<file path="config.mk">
export PLATFORM = sky130hd
export DESIGN_NAME = segment_display_command_encoder_flat
export DESIGN_NICKNAME = d
export VERILOG_FILES = /design/src/rtl/sdce_pkg.sv /design/src/rtl/sdce_if.sv /design/src/rtl/sdce_byte_gen.sv /design/src/rtl/segment_display_command_encoder.sv /design/src/flat_wrapper.sv
export SDC_FILE = /design/constraint.sdc
export NUM_CORES = 1
export LEC_CHECK = 0
export BUFFER_PORTS_ARGS = -buffer_cell sky130_fd_sc_hd__buf_2
export CAP_MARGIN = 20
export CORE_MARGIN = 10
export CORE_UTILIZATION = 63
export CTS_CLUSTER_SIZE = 40
export DETAILED_ROUTE_END_ITERATION = 10
export PLACE_DENSITY = 0.93
export SYNTH_ARGS = -nofsm -noshare
export SYNTH_HDL_FRONTEND = slang
export SYNTH_SLANG_ARGS = --single-unit
</file>
<file path="constraint.sdc">
create_clock -name clk -period 10.9 [get_ports clk]
set_input_delay 0.545 -clock clk [delete_from_list [all_inputs] [get_ports clk]]
set_output_delay 0.545 -clock clk [all_outputs]
set_load 0.005 [all_outputs]
</file>
<file path="src/rtl/sdce_pkg.sv">
`timescale 1ns / 1ps
// ---------------------------------------------------------------------------
// sdce_pkg
// Types, codes and lookup functions shared by the display command encoder.
// ---------------------------------------------------------------------------
package sdce_pkg;

  typedef enum logic [1:0] {
    REQ_DIGIT        = 2'd0,
    REQ_DIGIT_BRIGHT = 2'd1,
    REQ_LED          = 2'd2,
    REQ_LED_BRIGHT   = 2'd3
  } req_t;

  localparam logic       BUS_DIGIT = 1'b0;
  localparam logic       BUS_LED   = 1'b1;
  localparam logic [7:0] CTRL_ADDR = 8'h48;
  localparam logic [7:0] POINT_BIT = 8'h80;
  localparam logic [3:0] MAX_LEVEL = 4'd8;
  localparam logic [2:0] LAST_IDX  = 3'd5;

  typedef struct packed {
    logic [1:0] req_type;
    logic [4:0] position;
    logic [4:0] symbol_value;
    logic       point;
    logic [3:0] brightness;
  } item_t;

  typedef struct packed {
    logic       bus_select;
    logic [7:0] bus_byte;
    logic       start_before;
    logic       stop_after;
    logic       last;
  } res_t;

  function automatic logic [7:0] seg_pattern(input logic [4:0] sym);
    logic [7:0] pat;
    case (sym)
      5'd0:    pat = 8'h3f;
      5'd1:    pat = 8'h06;
      5'd2:    pat = 8'h5b;
      5'd3:    pat = 8'h4f;
      5'd4:    pat = 8'h66;
      5'd5:    pat = 8'h6d;
      5'd6:    pat = 8'h7d;
      5'd7:    pat = 8'h07;
      5'd8:    pat = 8'h7f;
      5'd9:    pat = 8'h6f;
      5'd10:   pat = 8'h77;
      5'd11:   pat = 8'h7c;
      5'd12:   pat = 8'h39;
      5'd13:   pat = 8'h5e;
      5'd14:   pat = 8'h79;
      5'd15:   pat = 8'h71;
      5'd16:   pat = 8'h40;
      5'd17:   pat = 8'h09;
      5'd18:   pat = 8'h00;
      5'd19:   pat = 8'h63;
      default: pat = 8'h00;
    endcase
    return pat;
  endfunction

  function automatic logic [7:0] slot_addr(input logic [1:0] slot);
    logic [7:0] addr;
    case (slot)
      2'd0:    addr = 8'h68;
      2'd1:    addr = 8'h6A;
      2'd2:    addr = 8'h6C;
      2'd3:    addr = 8'h6E;
      default: addr = 8'h68;
    endcase
    return addr;
  endfunction

endpackage

</file>
<file path="src/rtl/sdce_if.sv">
`timescale 1ns / 1ps
// ---------------------------------------------------------------------------
// sdce_if
// Valid/ready channels for request words and bus byte words.
// ---------------------------------------------------------------------------
interface sdce_req_if;
  logic       valid;
  logic       ready;
  logic [1:0] req_type;
  logic [4:0] position;
  logic [4:0] symbol_value;
  logic       point;
  logic [3:0] brightness;

  modport source (output valid, req_type, position, symbol_value, point, brightness,
                  input ready);
  modport sink   (input valid, req_type, position, symbol_value, point, brightness,
                  output ready);
endinterface

interface sdce_res_if;
  logic       valid;
  logic       ready;
  logic       bus_select;
  logic [7:0] bus_byte;
  logic       start_before;
  logic       stop_after;
  logic       last;

  modport source (output valid, bus_select, bus_byte, start_before, stop_after, last,
                  input ready);
  modport sink   (input valid, bus_select, bus_byte, start_before, stop_after, last,
                  output ready);
endinterface

</file>
<file path="src/rtl/sdce_byte_gen.sv">
`timescale 1ns / 1ps
// ---------------------------------------------------------------------------
// sdce_byte_gen
// Builds one bus byte word of a held request from its byte index.
// ---------------------------------------------------------------------------
module sdce_byte_gen #(
  parameter int LED_COUNT = 23
) (
  input  sdce_pkg::item_t        item,
  input  logic [2:0]             idx,
  input  logic [LED_COUNT-1:0]   led_map,
  output sdce_pkg::res_t         res
);
  import sdce_pkg::*;

  logic [23:0] map_ext;
  logic [7:0]  digit_byte;
  logic [7:0]  ctrl_byte;
  logic [7:0]  map_byte;
  logic        over_level;

  assign map_ext = 24'(led_map);
  assign over_level = item.brightness > MAX_LEVEL;

  always_comb begin
    digit_byte = seg_pattern(item.symbol_value);
    if (item.point) begin
      digit_byte = digit_byte | POINT_BIT;
    end
  end

  always_comb begin
    if (item.brightness == 4'd0) begin
      ctrl_byte = 8'h00;
    end else if (item.brightness == MAX_LEVEL) begin
      ctrl_byte = 8'h01;
    end else begin
      ctrl_byte = {item.brightness, 4'h1};
    end
  end

  always_comb begin
    case (idx[2:1])
      2'd0:    map_byte = map_ext[7:0];
      2'd1:    map_byte = map_ext[15:8];
      2'd2:    map_byte = map_ext[23:16];
      default: map_byte = 8'h00;
    endcase
  end

  always_comb begin
    res = '0;
    case (item.req_type)
      REQ_DIGIT: begin
        res.bus_select   = BUS_DIGIT;
        res.bus_byte     = idx[0] ? digit_byte : slot_addr(2'(item.position - 5'd1));
        res.start_before = !idx[0];
        res.stop_after   = idx[0];
        res.last         = idx[0];
      end
      REQ_DIGIT_BRIGHT, REQ_LED_BRIGHT: begin
        res.bus_select   = (item.req_type == REQ_LED_BRIGHT) ? BUS_LED : BUS_DIGIT;
        res.bus_byte     = idx[0] ? ctrl_byte : CTRL_ADDR;
        res.start_before = !idx[0];
        res.stop_after   = idx[0] || over_level;
        res.last         = idx[0] || over_level;
      end
      REQ_LED: begin
        res.bus_select   = BUS_LED;
        res.bus_byte     = idx[0] ? map_byte : slot_addr(idx[2:1]);
        res.start_before = !idx[0];
        res.stop_after   = idx[0];
        res.last         = idx == LAST_IDX;
      end
      default: begin
        res = '0;
      end
    endcase
  end

endmodule

</file>
<file path="src/rtl/segment_display_command_encoder.sv">
`timescale 1ns / 1ps
// ---------------------------------------------------------------------------
// segment_display_command_encoder
// Turns display requests into two-wire bus byte words for two controllers.
// ---------------------------------------------------------------------------
// Each accepted request is held in an item register and its bus bytes leave
// one per cycle through a registered output while the sink takes them: a
// digit write or brightness request gives two byte words (one for an
// out-of-range level), an LED write gives six, and a digit write to a
// position outside 1..4 gives none. The next request is taken in the same
// cycle that the previous one's last byte enters the output register. The
// LED map updates on accept of an LED write to a position below LED_COUNT.
module segment_display_command_encoder #(
  parameter int LED_COUNT = 23
) (
  input  logic               clk,
  input  logic               rst_n,
  sdce_req_if.sink           in_ch,
  sdce_res_if.source         out_ch
);
  import sdce_pkg::*;

  logic                 hold_vld_r, hold_vld_nxt;
  item_t                item_r, item_nxt;
  logic [2:0]           idx_r, idx_nxt;
  logic [LED_COUNT-1:0] led_map_r, led_map_nxt;
  logic                 out_vld_r, out_vld_nxt;
  res_t                 out_r, out_nxt;

  item_t                in_item;
  res_t                 res;
  logic                 emit;
  logic                 in_acc;
  logic                 drop;
  logic                 load;
  logic [LED_COUNT-1:0] led_bit;

  assign in_item.req_type     = in_ch.req_type;
  assign in_item.position     = in_ch.position;
  assign in_item.symbol_value = in_ch.symbol_value;
  assign in_item.point        = in_ch.point;
  assign in_item.brightness   = in_ch.brightness;

  sdce_byte_gen #(.LED_COUNT(LED_COUNT)) u_byte_gen (
    .item    (item_r),
    .idx     (idx_r),
    .led_map (led_map_r),
    .res     (res)
  );

  assign emit        = hold_vld_r && (!out_vld_r || out_ch.ready);
  assign in_ch.ready = !hold_vld_r || (emit && res.last);
  assign in_acc      = in_ch.valid && in_ch.ready;
  assign drop        = (in_ch.req_type == REQ_DIGIT) &&
                       ((in_ch.position < 5'd1) || (in_ch.position > 5'd4));
  assign load        = in_acc && !drop;
  assign led_bit     = LED_COUNT'(1) << in_ch.position;

  always_comb begin
    hold_vld_nxt = hold_vld_r;
    item_nxt     = item_r;
    idx_nxt      = idx_r;
    led_map_nxt  = led_map_r;
    if (emit) begin
      idx_nxt = idx_r + 3'd1;
      if (res.last) begin
        hold_vld_nxt = 1'b0;
      end
    end
    if (load) begin
      hold_vld_nxt = 1'b1;
      item_nxt     = in_item;
      idx_nxt      = 3'd0;
      if ((in_ch.req_type == REQ_LED) && (32'(in_ch.position) < LED_COUNT)) begin
        led_map_nxt = (in_ch.symbol_value != 5'd0) ? (led_map_r | led_bit)
                                                   : (led_map_r & ~led_bit);
      end
    end
  end

  always_comb begin
    out_vld_nxt = out_vld_r;
    out_nxt     = out_r;
    if (emit) begin
      out_vld_nxt = 1'b1;
      out_nxt     = res;
    end else if (out_ch.ready) begin
      out_vld_nxt = 1'b0;
    end
  end

  always_ff @(posedge clk) begin
    if (!rst_n) begin
      hold_vld_r <= 1'b0;
      idx_r      <= 3'd0;
      led_map_r  <= '0;
      out_vld_r  <= 1'b0;
    end else begin
      hold_vld_r <= hold_vld_nxt;
      idx_r      <= idx_nxt;
      led_map_r  <= led_map_nxt;
      out_vld_r  <= out_vld_nxt;
    end
  end

  always_ff @(posedge clk) begin
    item_r <= item_nxt;
    out_r  <= out_nxt;
  end

  assign out_ch.valid        = out_vld_r;
  assign out_ch.bus_select   = out_r.bus_select;
  assign out_ch.bus_byte     = out_r.bus_byte;
  assign out_ch.start_before = out_r.start_before;
  assign out_ch.stop_after   = out_r.stop_after;
  assign out_ch.last         = out_r.last;

`ifndef SYNTH
  a_idle_ready: assert property (@(posedge clk) disable iff (!rst_n)
    !hold_vld_r |-> in_ch.ready)
    else $error("request channel stalled with no held word");

  a_hold_keeps: assert property (@(posedge clk) disable iff (!rst_n)
    (emit && !res.last) |=> hold_vld_r)
    else $error("held request dropped before its last byte");

  a_idx_range: assert property (@(posedge clk) disable iff (!rst_n)
    hold_vld_r |-> (idx_r <= LAST_IDX))
    else $error("byte index ran past the last byte");

  a_emit_loads: assert property (@(posedge clk) disable iff (!rst_n)
    emit |=> out_vld_r)
    else $error("emitted byte not registered at the output");
`endif

endmodule

</file>
<file path="src/flat_wrapper.sv">
// flat-port wrapper written by rule: the top's interface ports become plain ports
module segment_display_command_encoder_flat import sdce_pkg::*;
#(
  parameter int LED_COUNT = 23
)
  (clk, rst_n, in_ch_valid, in_ch_req_type, in_ch_position, in_ch_symbol_value, in_ch_point, in_ch_brightness, in_ch_ready, out_ch_valid, out_ch_bus_select, out_ch_bus_byte, out_ch_start_before, out_ch_stop_after, out_ch_last, out_ch_ready);
  sdce_req_if in_ch_i ();
  sdce_res_if out_ch_i ();
  input  logic clk;
  input  logic rst_n;
  input wire logic [$bits(in_ch_i.valid)-1:0] in_ch_valid;
  input wire logic [$bits(in_ch_i.req_type)-1:0] in_ch_req_type;
  input wire logic [$bits(in_ch_i.position)-1:0] in_ch_position;
  input wire logic [$bits(in_ch_i.symbol_value)-1:0] in_ch_symbol_value;
  input wire logic [$bits(in_ch_i.point)-1:0] in_ch_point;
  input wire logic [$bits(in_ch_i.brightness)-1:0] in_ch_brightness;
  output wire logic [$bits(in_ch_i.ready)-1:0] in_ch_ready;
  output wire logic [$bits(out_ch_i.valid)-1:0] out_ch_valid;
  output wire logic [$bits(out_ch_i.bus_select)-1:0] out_ch_bus_select;
  output wire logic [$bits(out_ch_i.bus_byte)-1:0] out_ch_bus_byte;
  output wire logic [$bits(out_ch_i.start_before)-1:0] out_ch_start_before;
  output wire logic [$bits(out_ch_i.stop_after)-1:0] out_ch_stop_after;
  output wire logic [$bits(out_ch_i.last)-1:0] out_ch_last;
  input wire logic [$bits(out_ch_i.ready)-1:0] out_ch_ready;
  assign in_ch_i.valid = in_ch_valid;
  assign in_ch_i.req_type = in_ch_req_type;
  assign in_ch_i.position = in_ch_position;
  assign in_ch_i.symbol_value = in_ch_symbol_value;
  assign in_ch_i.point = in_ch_point;
  assign in_ch_i.brightness = in_ch_brightness;
  assign in_ch_ready = in_ch_i.ready;
  assign out_ch_valid = out_ch_i.valid;
  assign out_ch_bus_select = out_ch_i.bus_select;
  assign out_ch_bus_byte = out_ch_i.bus_byte;
  assign out_ch_start_before = out_ch_i.start_before;
  assign out_ch_stop_after = out_ch_i.stop_after;
  assign out_ch_last = out_ch_i.last;
  assign out_ch_i.ready = out_ch_ready;
  segment_display_command_encoder #(.LED_COUNT(LED_COUNT)) u_core (.clk(clk), .rst_n(rst_n), .in_ch(in_ch_i), .out_ch(out_ch_i));
endmodule
</file>
==> After elaboration in Yosys (flattened, before gate mapping) <==
Memories as Yosys holds them, arrays and structs flattened. A register that Yosys moved wholly into a read port is not among the register bits.
Cells that the tools add are included.
{ "classes": {"n_shift": 1, "n_bitwise": 4, "mux": 18, "reduce_logical": 27, "n_addsub": 2, "n_lt_le_gt_ge": 4, "eq_ne": 12} }
{ "op_table": {"columns": ["op", "count"], "rows": [
  ["$pmux 8 s4", 2],
  ["$mux 8", 6],
  ["$pmux 12 s3", 1],
  ["$pmux 8 s3", 1],
  ["$and 23x23->23", 1],
  ["$mux 23", 1],
  ["$not 23->23", 1],
  ["$or 23x23->23", 1],
  ["$shl 1x5->23 const A", 1],
  ["$eq 2x2->1 const B", 7],
  ["$logic_not 2->1", 4],
  ["$eq 2x1->1 const B", 3],
  ["$logic_and 1x1->1", 6],
  ["$mux 1", 6],
  ["$reduce_bool 2->1", 3],
  ["$gt 5x3->1 const B", 1],
  ["$lt 5x1->1 const B", 1],
  ["$lt 5x5->1 const B", 1],
  ["$mux 5", 1],
  ["$reduce_bool 5->1", 1],
  ["$eq 4x4->1 const B", 1],
  ["$gt 4x4->1 const B", 1],
  ["$logic_not 1->1", 4],
  ["$logic_not 4->1", 1],
  ["7 further kinds", 12]
]} }
{ "word_totals": {"register_bits": 54, "n_memories": 1, "inputBits": 21, "romBits": 224} }
{ "mem_list": {"columns": ["memory", "depth", "word_bits", "rd", "rd_ports_with_merged_regs", "write_ports", "line_no", "rtl"], "rows": [
  ["(name not given)", 32, 7, 1, 1, 0, "sdce_pkg.sv:40", "case (sym)"]
]} }

==> Longest topological paths before layout <==
{ "logic_depth": {"depth_word": 11, "depth_mapped": 17, "ltp_nobuf": 13} }

==> Modules after synthesis <==
A second synthesis with hierarchy kept.
{ "unflattened": {"cells_unflattened": 291, "hier_area_um2": 2995.4} }
{ "modules_own_cells": {"columns": ["mod", "instances", "cells_per_inst", "area_each_um2", "seq_area_each_um2"], "rows": [
  ["segment_display_command_encoder", 1, 183, 2239.6, 1431.4],
  ["sdce_byte_gen", 1, 108, 755.7, 0.0]
]} }

==> Least setup slack after synthesis <==
OpenSTA, ideal clock, no wires.
{ "synth_timing": {"path_type": "register -> register", "from": "reg u_core.idx_r[1]", "to": "reg, netlist name u_core.u_byte_gen.digit_byte[5]", "path_buffers": 4, "setup_time_ps": 126, "period_less_slack_ps": 3673, "path_stages_with_launch": 18, "t_required_ps": 10774, "t_arrival_ps": 3547, "path_slack_ps": 7227, "cell_sequence": "dfxtp_1 > clkbuf_1 > clkbuf_1 > inv_1 > ha_1 > nand4b_1 > o211a_1 > o21a_1 > inv_2 > nand2b_1 > buf_4 > buf_2 > mux2i_1 > inv_1 > ha_1 > mux4_2 > nand2_1 > o211ai_1"} }
{ "synth_rtl": {"columns": ["item", "line_no", "rtl"], "rows": [
  ["from (decl)", "segment_display_command_encoder.sv:25", "logic [2:0] idx_r, idx_nxt;"],
  ["from (signal assigned)", "segment_display_command_encoder.sv:100", "idx_r <= idx_nxt;"]
]} }

==> results.sh <==
export IMPL_status="complete, no violations"
export IMPL_finalSetupViolations=0
export IMPL_grt_pass1_vias=2444
export IMPL_startpoint="u_core.idx_r[1]"
export IMPL_hpwlAfterDp_um=5260
export IMPL_p_switching_uw=137
export IMPL_sw_frac_of_total_pct=24.1
export IMPL_place_ws_ps=6890
export IMPL_hp_start="in_ch_brightness[1]"
export IMPL_track_usage_pct=17.7
export IMPL_fin_crit_ps=4090
export IMPL_wirelength_um=7470
export IMPL_wl_per_cell_um=17.4
export IMPL_fp_dieH_um=91.8
export IMPL_cp_end_kind="flip-flop"
export IMPL_yosysMostFrequentCell="dfxtp_1"
export IMPL_synth_edf_count=26
export IMPL_clk_pin_slew_ps=70
export IMPL_slew_headroom_pct=30.0
export IMPL_numClockSinks=61
export IMPL_cap_violations=0
export IMPL_hold_class="in -> reg"
export IMPL_ant_nets=0
export IMPL_place_gp_congestion=1.02
export IMPL_rrSetupSlack_ps=6810
export IMPL_postCtsResizedCells=0
export IMPL_core_area_um2=5040
export IMPL_diodes=0
export IMPL_routed_wl_met3_um=625
export IMPL_crit_path_max_fanout=19
export IMPL_setup_tns_final_ps=0
export IMPL_antenna_found_initial=0
export IMPL_ys_ff_latch=61
export IMPL_power_density_nw_per_um2=156
export IMPL_cts_tree="yes"
export IMPL_required_ps=11120
export IMPL_cts_buffers=9
export IMPL_synthCells=331
export IMPL_clk_path_buf_depth=2
export IMPL_timing_fmax_mhz=245
export IMPL_postCtsSetupBuffers=0
export IMPL_clock_latency_ps=340
export IMPL_layout_setup_ws_ps=6810
export IMPL_met2WireLength_um=3450
export IMPL_cts_root_buf="clkbuf_8"
export IMPL_dieArea_um2=8420
export IMPL_internal_power_uw=432
export IMPL_drc=0
export IMPL_async_flop_share_pct=0
export IMPL_grt_pass1_wl_um=12200
export IMPL_final_max_slew_viol_count=0
export IMPL_boundaryPins=35
export IMPL_rows=26
export IMPL_synthesis_area_um2=3240
export IMPL_initial_core_util_pct=64.3
export IMPL_grt_max_degree=27
export IMPL_skew_ps=6.36
export IMPL_avgSynthCellArea_um2=9.80
export IMPL_synth_top_area_share_pct=24.1
export IMPL_peakVddDrop_mv=0.109
export IMPL_seqPwrFrac_pct=46.1
export IMPL_tightest_slew_ps=1020
export IMPL_worstSetupStartpointType="flip-flop"
export IMPL_yosys_warnings=0
export IMPL_synth_seq_area_share_pct=45.7
export IMPL_ys_top_cells_by_area="edfxtp_1, dfxtp_1, mux2i_1"
export IMPL_path_class="reg -> reg"
export IMPL_p_leak_nw=1.31
export IMPL_min_period_over_period_pct=37.5
export IMPL_yosys_top_cells_count="dfxtp_1, nand2_1, nor2_1"
export IMPL_dr_max_layer_used="met4"
export IMPL_finalNetCount=384
export IMPL_portBuffers=34
export IMPL_drive_above_1_share_pct=16.4
export IMPL_initialDrtViolationCount=282
export IMPL_num_vias=2643
export IMPL_crit_reg2reg_launch="u_core.idx_r[1]"
export IMPL_fp_dieW_um=91.8
export IMPL_synth_fp_nets=361
export IMPL_ctsHoldBuffers=0
export IMPL_ys_types=50
export IMPL_drt_met1_wl_um=3240
export IMPL_vias_per_cell=6.16
export IMPL_finalHoldViolCount=0
export IMPL_area_delta_synth_final_pct=12.3
export IMPL_overflow=0
export IMPL_crit_arrival_ps=4310
export IMPL_yosysTopAreaCell="edfxtp_1"
export IMPL_yosys_most_used_dff="dfxtp_1"
export IMPL_clkPwrFrac_pct=41.6
export IMPL_firstDrtPassIters=5
export IMPL_p_comb_share_pct=12.3
export IMPL_h_tree_depth=3
export IMPL_rsz0062_at_grt="false"
[final timing paths]
kind,to,depth (start not counted)
max,u_core.u_byte_gen.digit_byte[5],13
min,u_core.item_r[1],1
max reg2reg,u_core.u_byte_gen.digit_byte[5],13
min reg2reg,flip-flop,2
[power by group through the flow]
stage / Combinational, mW / Clock, mW / Sequential, mW
after floorplan: 0.0516 / 0 / 0.262
after global placement: 0.0652 / 0 / 0.266
after detailed placement: 0.0674 / 0 / 0.267
after CTS: 0.0683 / 0.238 / 0.262
after global routing: 0.0766 / 0.249 / 0.263
final: 0.0699 / 0.236 / 0.262
[critical path, cell delays in order (launching register included)]
cell and delay [ps]:
dfxtp_1 780, inv_1 180, ha_1 230, nand4b_1 90, o211a_1 180, o21a_1 290, inv_2 80, nand2b_1 590
mux2i_1 500, inv_1 150, ha_1 290, mux4_2 440, nand2_1 80, o211ai_1 90
[per-layer routing]
layer | GRT usage (%) | vias to the layer above
met5 | 0 | -
met4 | 8.35 | 0
met3 | 4.89 | 14
met2 | 27.8 | 116
met1 | 22.2 | 1259
li1 | - | 1254
[per-stage QoR]
stage          power [mW]  hold slack [ps]  area (µm²)  instances  util, %
6_report            0.568              382        3640        429     72.2
3_3_place_gp        0.331              455        3400        412     67.5
3_5_place_dp        0.334              478        3400        412     67.5
5_1_grt             0.588              371        3640        429     72.2
2_1_floorplan       0.314              443        3240        331        -
4_1_cts             0.568              376        3630        428     72.1
[cells in the final DEF (no fill, tap or decap), types with 9 or more instances in the layout]
master    count
dfxtp_1      35
buf_2        34
nand2_1      32
nor2_1       28
edfxtp_1     26
mux2i_1      20
a21oi_1      14
nor3b_1      13
nor2b_1      12
inv_1        11
o311a_1      10
ha_1          9
clkbuf_8      9
[cell families after synthesis]
logic type	synth area share, %
xor gates and xnor gates	1.35
AOI/OAI and AO/OA	17.6
buffers and inverters	4.75
adders and majority gates	3.47
muxes	7.91
and+or+nand+nor	19.3
DFF	45.7
[layout make-up]
type,count,area [µm²]
multi-input combinational,233,1610
sequential,61,1480
fill,351,1400
timing repair buffer,36,185
clock buffer,11,131
clock inverter,5,98.8
tap,70,87.6
inverter,13,48.8
(Power assumes the default switching activity.)
